<file path="src/dhjt_pkg.sv">
// shared constants, types and helper functions of the joint transform
`default_nettype none

package dhjt_pkg;

	// Q16.16 angle constants
	localparam int TWO_PI_Q16  = 411775;
	localparam int PI_Q16      = 205887;
	localparam int HALF_PI_Q16 = 102944;

	// cordic start vector, x = gain in Q2.30
	localparam int CORDIC_GAIN_Q30 = 652032874;

	localparam int unsigned CORDIC_STAGES_DEF = 16;

	// cycles of the angle reduction pipe
	localparam int unsigned RED_LAT = 7;
	// request to result, not counting the cordic cells
	localparam int unsigned FIXED_LAT = 12;

	typedef enum logic [2:0] {
		REG_JOINT_TYPE,
		REG_LOWER_LIMIT,
		REG_UPPER_LIMIT,
		REG_ANGLE_OFFSET,
		REG_DISTANCE_OFFSET,
		REG_LINK_LENGTH,
		REG_TWIST_ANGLE
	} cfg_reg_t;

	typedef enum logic [1:0] {
		JOINT_REVOLUTE,
		JOINT_PRISMATIC,
		JOINT_FIXED
	} joint_type_t;

	// one rotation in flight: vector in Q2.30, residual angle, quadrant fold flag
	typedef struct packed {
		logic signed [31:0] x;
		logic signed [31:0] y;
		logic signed [32:0] z;
		logic               neg;
	} lane_t;

	// request payload that rides along the rotation
	typedef struct packed {
		logic signed [31:0] clamped;
		logic signed [31:0] d_sum;
	} side_t;

	// arctangent of 2^-i in Q2.30
	function automatic logic signed [32:0] atan_q30(input int unsigned idx);
		logic signed [32:0] val;
		case (idx)
			0:  val = 33'sd843314857;
			1:  val = 33'sd497837829;
			2:  val = 33'sd263043837;
			3:  val = 33'sd133525159;
			4:  val = 33'sd67021687;
			5:  val = 33'sd33543516;
			6:  val = 33'sd16775851;
			7:  val = 33'sd8388437;
			8:  val = 33'sd4194283;
			9:  val = 33'sd2097149;
			10: val = 33'sd1048576;
			11: val = 33'sd524288;
			12: val = 33'sd262144;
			13: val = 33'sd131072;
			14: val = 33'sd65536;
			15: val = 33'sd32768;
			16: val = 33'sd16384;
			17: val = 33'sd8192;
			18: val = 33'sd4096;
			19: val = 33'sd2048;
			20: val = 33'sd1024;
			21: val = 33'sd512;
			22: val = 33'sd256;
			23: val = 33'sd128;
			24: val = 33'sd64;
			25: val = 33'sd32;
			26: val = 33'sd16;
			27: val = 33'sd8;
			28: val = 33'sd4;
			29: val = 33'sd2;
			default: val = 33'sd0;
		endcase
		return val;
	endfunction

endpackage

`default_nettype wire

</file>
<file path="src/dhjt_cordic_cell.sv">
// one cordic micro-rotation for the joint angle and the twist angle
`default_nettype none

module dhjt_cordic_cell #(
	parameter int unsigned STAGE = 0
) (
	input  wire logic        clk,
	input  wire logic        arst_n,
	input  wire logic        in_valid,
	input  dhjt_pkg::lane_t  in_theta,
	input  dhjt_pkg::lane_t  in_alpha,
	input  dhjt_pkg::side_t  in_side,
	output logic             out_valid,
	output dhjt_pkg::lane_t  out_theta,
	output dhjt_pkg::lane_t  out_alpha,
	output dhjt_pkg::side_t  out_side
);
	import dhjt_pkg::*;

	localparam logic signed [32:0] ATAN = atan_q30(STAGE);

	logic  valid_q;
	lane_t theta_q, alpha_q;
	side_t side_q;

	function automatic lane_t rotate(input lane_t l);
		logic signed [31:0] xs;
		logic signed [31:0] ys;
		lane_t              r;
		xs = l.x >>> STAGE;
		ys = l.y >>> STAGE;
		r  = l;
		if (!l.z[32]) begin
			r.x = l.x - ys;
			r.y = l.y + xs;
			r.z = l.z - ATAN;
		end else begin
			r.x = l.x + ys;
			r.y = l.y - xs;
			r.z = l.z + ATAN;
		end
		return r;
	endfunction

	always_ff @(posedge clk or negedge arst_n) begin
		if (!arst_n) begin
			valid_q <= 1'b0;
		end else begin
			valid_q <= in_valid;
		end
	end

	always_ff @(posedge clk) begin
		theta_q <= rotate(in_theta);
		alpha_q <= rotate(in_alpha);
		side_q  <= in_side;
	end

	assign out_valid = valid_q;
	assign out_theta = theta_q;
	assign out_alpha = alpha_q;
	assign out_side  = side_q;

endmodule

`default_nettype wire

</file>
<file path="config.mk">
export PLATFORM = sky130hd
export DESIGN_NAME = dhjt_cordic_cell
export DESIGN_NICKNAME = d
export VERILOG_FILES = /design/src/dhjt_pkg.sv /design/src/dhjt_cordic_cell.sv
export SDC_FILE = /design/constraint.sdc
export NUM_CORES = 1
export LEC_CHECK = 0
export BUFFER_PORTS_ARGS = -buffer_cell sky130_fd_sc_hd__buf_2
export CAP_MARGIN = 20
export CORE_AREA = 3 3 205 207
export DETAILED_ROUTE_END_ITERATION = 10
export DIE_AREA = 0 0 208 210
export GPL_TIMING_DRIVEN = 1
export HOLD_SLACK_MARGIN = 0.12
export PLACE_DENSITY = 0.71
export SYNTH_ARGS = -nofsm -noshare
export SYNTH_HDL_FRONTEND = slang
export SYNTH_SLANG_ARGS = --single-unit
</file>
<file path="constraint.sdc">
create_clock -name clk -period 0.8 [get_ports clk]
set_input_delay 0.04 -clock clk [delete_from_list [all_inputs] [get_ports clk]]
set_output_delay 0.04 -clock clk [all_outputs]
set_load 0.02 [all_outputs]
</file>
==> results of run 1 <==
==> routing by layer <==
layer / GRT overflow / global-route usage [%]
met5: 3 / 24.4
met4: 79 / 80.2
met3: 1 / 67.3
met2: 56 / 94.8
met1: 0 / 75.3
==> per-stage QoR <==
step	utilization [%]	hold WS [ns]
2_1_floorplan	-	-0.256
3_3_place_gp	73.5	-0.183
3_5_place_dp	73.5	-0.181
4_1_cts	86.1	-0.377
==> kinds of logic after synthesis <==
family                   synth area share (%)
flip-flops                               26.8
AO/OA/AOI/OAI                            26.4
adder cells (fa/ha/maj)                  17.0
XOR/XNOR                                 7.82
buffers and inverters                    6.12
multiplexers                             1.55
AND/OR/NAND/NOR                          14.3
==> what timing repair did <==
item | 4_1_cts
endpoints found under the setup margin | 437
gates cloned | 2
hold endpoints to repair | 217
setup buffers | 84
hold buffers | 148
resized for setup | 435
pin swaps | 241
==> key figures, run 1 <==
Clock tree
  – H-tree lvl count: 1
  – Longest Clk Path Bufs: 3
  – CTS root buffer: clkbuf_16
  – CTS sink count: ~260
  – Total CTS buffers: 30

Floorplanning
  – Die X-Extent: ~210 um
  – Starting Density: a little under half
  – DIE HEIGHT: 210 um
  – Num rows: 74
  – IO Count: 524

Placed design
  – Final GP Congestion: 1.02
  – Dpl cells: between 4000 and 5000
  – Cell area after placement: around 30000 um^2
  – Setup slack at placement: -2.05 ns
  – Port bufs: between 500 and 600
  – Post-DP HPWL: 71.4 mm

Status
  – Tool Error: [ERROR GRT-0232] Routing congestion too high. Check the congestion heatmap in the GUI.
  – Last stage: global routing
  – Status: did not finish

Yosys
  – Avg Cell Area, Syn: around 8.1 um^2
  – Syn Inst Count: 2404
  – Top FF cell, synth: dfxtp_1
  – Syn nets: ~2900
  – Post-synth top area share: between 20% and 30%
  – Most frequent cells after synthesis: a21oi_1, dfxtp_1, ha_1
  – Yosys cell types: 82
  – Sequential share of the synthesized area: around 27%
  – Top cells by area, synth: dfxtp_1, ha_1, a21oi_1
  – Area leader, netlist: dfxtp_1
  – Top-count cell post-synth: a21oi_1
  – #FFs+latches synth: roughly 260
  – Yosys Warn Count: 0
  – Post-synth ARST share: less than 1%
  – EDFF count, synth: 0
  – Post-Syn Area: 19400 um^2

Global route
  – GRT Total Usage: between 70% and 80%
  – GRT Residual Overflow: around 140
  – Largest net degree at the start of global routing: 82

Timing
  – Worst setup endpoint GRT: out_theta[90]$_DFF_P_/D
  – WEP type: register input
==> inputs of run 2 (changes only) <==
--- a/config.mk
+++ b/config.mk
@@ -7,12 +7,11 @@
 export LEC_CHECK = 0
 export BUFFER_PORTS_ARGS = -buffer_cell sky130_fd_sc_hd__buf_2
 export CAP_MARGIN = 20
-export CORE_AREA = 3 3 205 207
+export CORE_MARGIN = 3
+export CORE_UTILIZATION = 40
 export DETAILED_ROUTE_END_ITERATION = 10
-export DIE_AREA = 0 0 208 210
 export GPL_TIMING_DRIVEN = 1
-export HOLD_SLACK_MARGIN = 0.12
-export PLACE_DENSITY = 0.71
+export PLACE_DENSITY_LB_ADDON = 0.15
 export SYNTH_ARGS = -nofsm -noshare
 export SYNTH_HDL_FRONTEND = slang
 export SYNTH_SLANG_ARGS = --single-unit
==> run 2 against run 1 <==
The flow now finishes, with violations (negative hold slack, negative setup slack). Synthesized cell count is the same. Area after synthesis stayed put.
==> key figures, run 2 <==
Drt
  – Antenna Violating Nets Remaining: 0
  – DRT iter0 DRCs: 2709
  – Vias: 26400
  – Router iterations before antenna repair: 8
  – Final WL: approximately 110 mm
  – Via/cell ratio: approximately 5.7
  – WL/cell: approximately 25 um
  – DRC viols: 0

Yosys
  – Sequential share of the synthesized area: 26.8% (unchanged)
  – Top cells by area, synth: dfxtp_1, ha_1, a21oi_1 (unchanged)
  – Top-count cell post-synth: a21oi_1 (unchanged)
  – #FFs+latches synth: 259 (unchanged)
  – Yosys cell types: 82 (unchanged)
  – EDFF count, synth: 0 (unchanged)
  – Area leader, netlist: dfxtp_1 (unchanged)
  – Post-synth top area share: 26.7% (unchanged)
  – Post-Syn Area: 19400 um^2 (unchanged)
  – Post-synth ARST share: 0.386% (unchanged)
  – Syn Inst Count: 2404 (unchanged)
  – Syn nets: 2925 (unchanged)
  – Most frequent cells after synthesis: a21oi_1, dfxtp_1, ha_1 (unchanged)
  – Avg Cell Area, Syn: 8.06 um^2 (unchanged)
  – Yosys Warn Count: 0 (unchanged)
  – Top FF cell, synth: dfxtp_1 (unchanged)

Floorplanning
  – Core ar.: about 48000 um^2
  – Num rows: 80 (was 74)
  – DIE HEIGHT: 226 um (was 210 um)
  – Die area: 51100 um^2
  – IO Count: 524 (unchanged)
  – Die X-Extent: 226 um (was 208 um)
  – Starting Density: 40.6% (was 47.8%)

Worst setup path
  – Required @ worst endpoint: about 1.3 ns
  – Crit path max fanout: 6
  – CP Capture Type: flip-flop
  – Critical Path AT: 2.77 ns
  – CP startpoint kind: input port
  – Crit path kind: input port to flip-flop

Layout
  – Commonest non-fill, non-tap cell in the layout: buf_4
  – Fill cells: ~2700
  – Multi-input gate area: approximately 17000 um^2
  – Fin area: around 40000 um^2
  – Register area: between 5000 and 6000 um^2
  – Commonest non-fill, non-tap cells in the layout: buf_4, buf_6, dfxtp_2
  – Nets: around 4500
  – Share of cells above drive strength 1: around three fifths
  – Area Overhead vs Synth: 101%

Clock tree
  – TritonCTS clock tree: done
  – Longest Clk Path Bufs: 3 (unchanged)
  – CTS root buffer: clkbuf_16 (unchanged)
  – Worst-path clk slew: 0.07 ns
  – CTS sink count: 259 (unchanged)
  – Total CTS buffers: 31 (was 30)
  – H-tree lvl count: 1 (unchanged)
  – CTS Hold Bufs: 90 (was 148)

Run
  – Max Cap Viol: 0

Status
  – Violated checks: negative hold slack, negative setup slack
  – Status: complete, but fails checks (was did not finish)

Power and ir drop
  – Worst IR drop on VDD: 1.80 mV
  – Lkg Pwr: 18.1 nW
  – Part of the power in registers: about a quarter
  – Sw frac: between 30 and 40%
  – P_int: 41.6 mW
  – Pwr Density: 1740 nW/um^2
  – Comb power frac: between 50% and 60%
  – Overall Power: 67.9 mW
  – Clock power share: about 22%
  – Net Switching: ~26 mW

Timing
  – Maximum clock frequency: ~440 MHz
  – Worst slew margin: around 54%
  – Final number of hold-violating endpoints: 50
  – Final Cycle Share: 286%
  – Final Max Slew Viols: 0
  – RSZ-0062 raised after global routing: yes
  – Hold Slack: -0.129 ns
  – Worst Tran Pin Value: 0.686 ns
  – Final Critical Period: between 2 and 2.5 ns
  – PnR worst setup slack: -1.49 ns
  – Final setup vio count: roughly 440

Global route
  – GRT Total Usage: roughly 38%
  – Largest net degree at the start of global routing: between 60 and 70
  – GRT Residual Overflow: 0
  – Initial antenna violation count: 48
  – Vias in the first global route: ~26000
  – First-pass GRT wire length: 151 mm

Placed design
  – Post-DP HPWL: 69.2 mm (was 71.4 mm)
  – Port bufs: 523 (unchanged)
  – Final GP Congestion: 0.966 (was 1.02)
  – Cell area after placement: 30200 um^2 (was 29800 um^2)

Min path
  – Hold Crit Class: input port to flip-flop
run 2: stage by stage:
| step | hold slack, ns | TNS [ns] | cells | worst slack (ns) | util, % |
|---|---|---|---|---|---|
| floorplan | -0.256 | -179.11 | 2404 | -1.80 | - |
| global placement | -0.185 | -258.50 | 4292 | -2.05 | 63.2 |
| detailed placement | -0.181 | -262.79 | 4292 | -2.07 | 63.2 |
| CTS | -0.159 | -206.62 | 4511 | -1.22 | 77.4 |
| global route | -0.107 | -241.28 | 4593 | -1.50 | 81.6 |
| finish | -0.129 | -229.63 | 4602 | -1.49 | 81.6 |
run 2: logic make-up (layout without fill, tap and decap cells):
logic type | Yosys count | count (layout) | synth area share, %
compound gates | 798 | 798 | 26.4
xor+xnor | 173 | 173 | 7.82
fa+ha+maj | 258 | 258 | 17.0
buf+inv | 310 | 1860 | 6.12
flops | 259 | 259 | 26.8
mux | 30 | 30 | 1.55
other cells | 0 | 33 | 0
simple gates | 576 | 576 | 14.3
run 2: what timing repair did:
item                       4_1_cts  5_1_grt
hold endpoints to repair       173       53
pin swaps                      292      251
buffers inserted                86       87
resized for setup             1258      309
setup endpoints to repair      437      438
cloned                           3        0
run 2: worst max-delay path, cell delays in order:
cell	delay [ns]
buf_16	0.13
buf_6	0.12
ha_4	0.29
o21ai_4	0.07
o211ai_1	0.24
buf_4	0.24
a21oi_4	0.10
a211oi_2	0.29
or3_4	0.21
o311ai_4	0.12
buf_4	0.17
nor3_1	0.22
nor2_1	0.14
xnor2_1	0.37
run 2: cell type report:
class | instances | share of cell area [%]
inverters | 218 | 2.52
multi-input cells | 1835 | 44.1
flip-flops and latches | 259 | 14.2
diodes | 33 | 0.212
well taps | 615 | 1.97
clock inverters | 15 | 0.430
repair buffers | 1586 | 34.3
clock buffers | 41 | 2.24
run 2: layer usage:
layer	up-vias	GRT usage, %	wire length, um
met5	-	0.854	322
li1	11600	-	-
met2	1763	62.1	50400
met1	12300	43.6	40300
met3	668	11.7	13700
met4	36	21.1	9260
run 2: path summary, 6_finish.rpt:
kind	slack, ns	from	cells after the start	to
max in group asynchronous	0.30	arst_n	3	out_valid$_DFF_PN0_
max	-1.49	in_alpha[33]	14	out_alpha[26]$_DFF_P_
min	-0.13	in_theta[29]	4	out_theta[29]$_DFF_P_
min in group asynchronous	0.36	arst_n	3	out_valid$_DFF_PN0_
run 2: power by group through the flow:
stage               Sequential (mW)  Combinational [mW]  Clock (mW)
floorplan                      19.4                10.4           0
global placement               16.5                24.7           0
detailed placement             16.5                25.0           0
CTS                            17.4                31.0        14.8
global route                   17.8                36.5        15.5
finish                         17.7                35.1        15.1
(Power assumes the default switching activity.)
==> inputs of run 3 (changes only) <==
==> constraint.sdc (replaced) <==
create_clock -name clk -period 2.5 [get_ports clk]
set_input_delay 0.125 -clock clk [delete_from_list [all_inputs] [get_ports clk]]
set_output_delay 0.125 -clock clk [all_outputs]
set_load 0.02 [all_outputs]
==> run 3 against run 2 <==
The run now ends clean. Utilization is 21 points lower. Non-clock buffer count is 444 lower. First-iteration DRC count down 40%. Combinational power shrank 79%. Total power decreased by 74%. Sequential share of layout area increased by 3.8 points. Critical path type unchanged. Largest power group unchanged.
==> key figures, run 3 (synthesized netlist as in run 2, its figures left out) <==
Timing
  – Fin Setup TNS: 0 ns (was -229.63 ns)
  – Maximum clock frequency: 406 MHz
  – Worst slew margin: 35.3% (was 54.3%)
  – Hold Slack: 0.0239 ns (was -0.129 ns)
  – Final Critical Period: around 2.5 ns
  – Final setup vio count: 0 (was 436)
  – PnR worst setup slack: 0.0370 ns (was -1.49 ns)
  – Final Cycle Share: between 90% and 100%
  – Final number of hold-violating endpoints: 0 (was 50)
  – Final Max Slew Viols: 0 (unchanged)
  – RSZ-0062 raised after global routing: yes (unchanged)
  – Worst Tran Pin Value: 0.971 ns (was 0.686 ns)

Placed design
  – Setup slack at placement: -0.587 ns (was -2.07 ns)
  – Port bufs: 523 (unchanged)
  – Final GP Congestion: 0.968 (was 0.966)
  – Post-DP HPWL: 66.7 mm (was 69.2 mm)

Layout
  – Nets: 4011 (was 4452)
  – Commonest non-fill, non-tap cells in the layout: buf_4, buf_2, a21oi_1 (was buf_4, buf_6, dfxtp_2)
  – Area Overhead vs Synth: 48.7% (was 101%)
  – Share of cells above drive strength 1: 33.5% (was 61.2%)
  – Commonest non-fill, non-tap cell in the layout: buf_4 (unchanged)

Clock tree
  – TritonCTS clock tree: done (unchanged)
  – Longest Clk Path Bufs: 3 (unchanged)
  – Worst-path clk slew: 0.06 ns (was 0.07 ns)
  – H-tree lvl count: 2 (was 1)
  – Total CTS buffers: 34 (was 31)
  – CTS root buffer: clkbuf_16 (unchanged)
  – CTS sink count: 259 (unchanged)

Power and ir drop
  – Pwr Density: 621 nW/um^2 (was 1740 nW/um^2)
  – Worst IR drop on VDD: 0.585 mV (was 1.80 mV)
  – Lkg Pwr: 14.3 nW (was 18.1 nW)

Run
  – Max Cap Viol: 0 (unchanged)

Drt
  – WL/cell: 19.9 um (was 24.8 um)
  – Antenna Violating Nets Remaining: 0 (unchanged)
  – DRT iter0 DRCs: 1625 (was 2709)
  – Via/cell ratio: 5.33 (was 5.74)
  – Final WL: 82.5 mm (was 114 mm)
  – DRC viols: 0 (unchanged)
  – Vias: 22100 (was 26400)
  – Router iterations before antenna repair: 6 (was 8)

Floorplanning
  – Num rows: 80 (unchanged)
  – Die area: 51100 um^2 (unchanged)
  – Starting Density: 40.6% (unchanged)
  – DIE HEIGHT: 226 um (unchanged)
  – IO Count: 524 (unchanged)
  – Core ar.: 47700 um^2 (unchanged)
  – Die X-Extent: 226 um (unchanged)

Worst setup path
  – Crit path kind: input port to flip-flop (unchanged)
  – Critical Path AT: 2.90 ns (was 2.77 ns)
  – CP startpoint kind: input port (unchanged)
  – CP Capture Type: flip-flop (unchanged)
  – Required @ worst endpoint: 2.94 ns (was 1.28 ns)
  – Crit path max fanout: 3 (was 6)

Global route
  – Most used routing layer in global routing: met2 (unchanged)
  – Initial antenna violation count: 27 (was 48)
  – Largest net degree at the start of global routing: 82 (was 62)
  – First-pass GRT wire length: 123 mm (was 151 mm)
  – GRT Total Usage: 30.8% (was 37.7%)
  – GR Layer Usage met2: 50.2% (was 62.1%)
  – Vias in the first global route: 21800 (was 26000)
  – GRT Residual Overflow: 0 (unchanged)
  – Met1 GRT Util: 37.8% (was 43.6%)
  – M3 GR Usage: 8.89% (was 11.7%)

Status
  – Status: completed (was complete, but fails checks)

Min path
  – Hold Crit Class: input port to flip-flop (unchanged)
[run 3: changes by cell type in the layout (fill, tap and decap cells not counted), sizes merged]
cell / change
clkinv: +4
bufbuf: -2
buf: -446
diode: -19
bufinv: +2
clkbuf: +1
inv: +2
dlygate4sd3: +4
clkinvlp: -4
[run 3: routing by layer]
layer | wire length, um | share of wire (%)
met5 | 154 | 0.19
met4 | 4210 | 5.1
met3 | 6980 | 8.5
met2 | 36800 | 45
met1 | 34400 | 42
[run 3: power by group]
part | switching (mW) | total, mW | internal [mW]
logic | 4.27 | 7.38 | 3.10
registers | 0.282 | 5.20 | 4.91
clock network | 2.12 | 5.30 | 3.18
[run 3: cell type report]
| class | count | area [um^2] |
|---|---|---|
| Antenna cell | 14 | 35.0 |
| Multi-Input combinational cell | 1835 | 13200 |
| Inverter | 218 | 836 |
| Fill cell | 4369 | 18900 |
| Clock inverter | 19 | 248 |
| Sequential cell | 259 | 5190 |
| Timing Repair Buffer | 1142 | 7530 |
| Tap cell | 615 | 769 |
| Clock buffer | 42 | 962 |
[run 3: timing repair]
| item | CTS | global route |
|---|---|---|
| hold endpoints to repair | 93 | 0 |
| resized for setup | 1 | 25 |
| endpoints found under the setup margin | 1 | 24 |
| buffers inserted | 0 | 1 |
| hold buffers | 94 | 0 |
| pin swaps | 0 | 7 |
[run 3: worst paths after layout]
path / cells past startpoint / to / startpoint
max: 12 / out_theta[90]$_DFF_P_ / in_theta[34]
min: 4 / out_alpha[21]$_DFF_P_ / in_alpha[21]
max in group asynchronous: 3 / out_valid$_DFF_PN0_ / arst_n
min in group asynchronous: 3 / out_valid$_DFF_PN0_ / arst_n
[run 3: critical path: stages]
cell and delay [ns]:
buf_2 0.13, ha_4 0.16, fa_2 0.37, nor2b_4 0.14, o311a_1 0.37, o211a_1 0.24, o21ai_1 0.22, a21o_1 0.23
o21a_1 0.20, or4b_1 0.45, o211a_1 0.15, xnor2_1 0.12
[run 3: per-stage QoR]
| step | power [mW] | std cells | cell area (um^2) | util [%] |
|---|---|---|---|---|
| after floorplan | 9.12 | 2404 | 19600 | - |
| after global placement | 12.3 | 3974 | 26500 | 55.5 |
| after detailed placement | 12.4 | 3974 | 26500 | 55.5 |
| after CTS | 17.9 | 4129 | 28700 | 60.0 |
| after global routing | 18.7 | 4138 | 28800 | 60.3 |
| final | 17.9 | 4144 | 28800 | 60.3 |
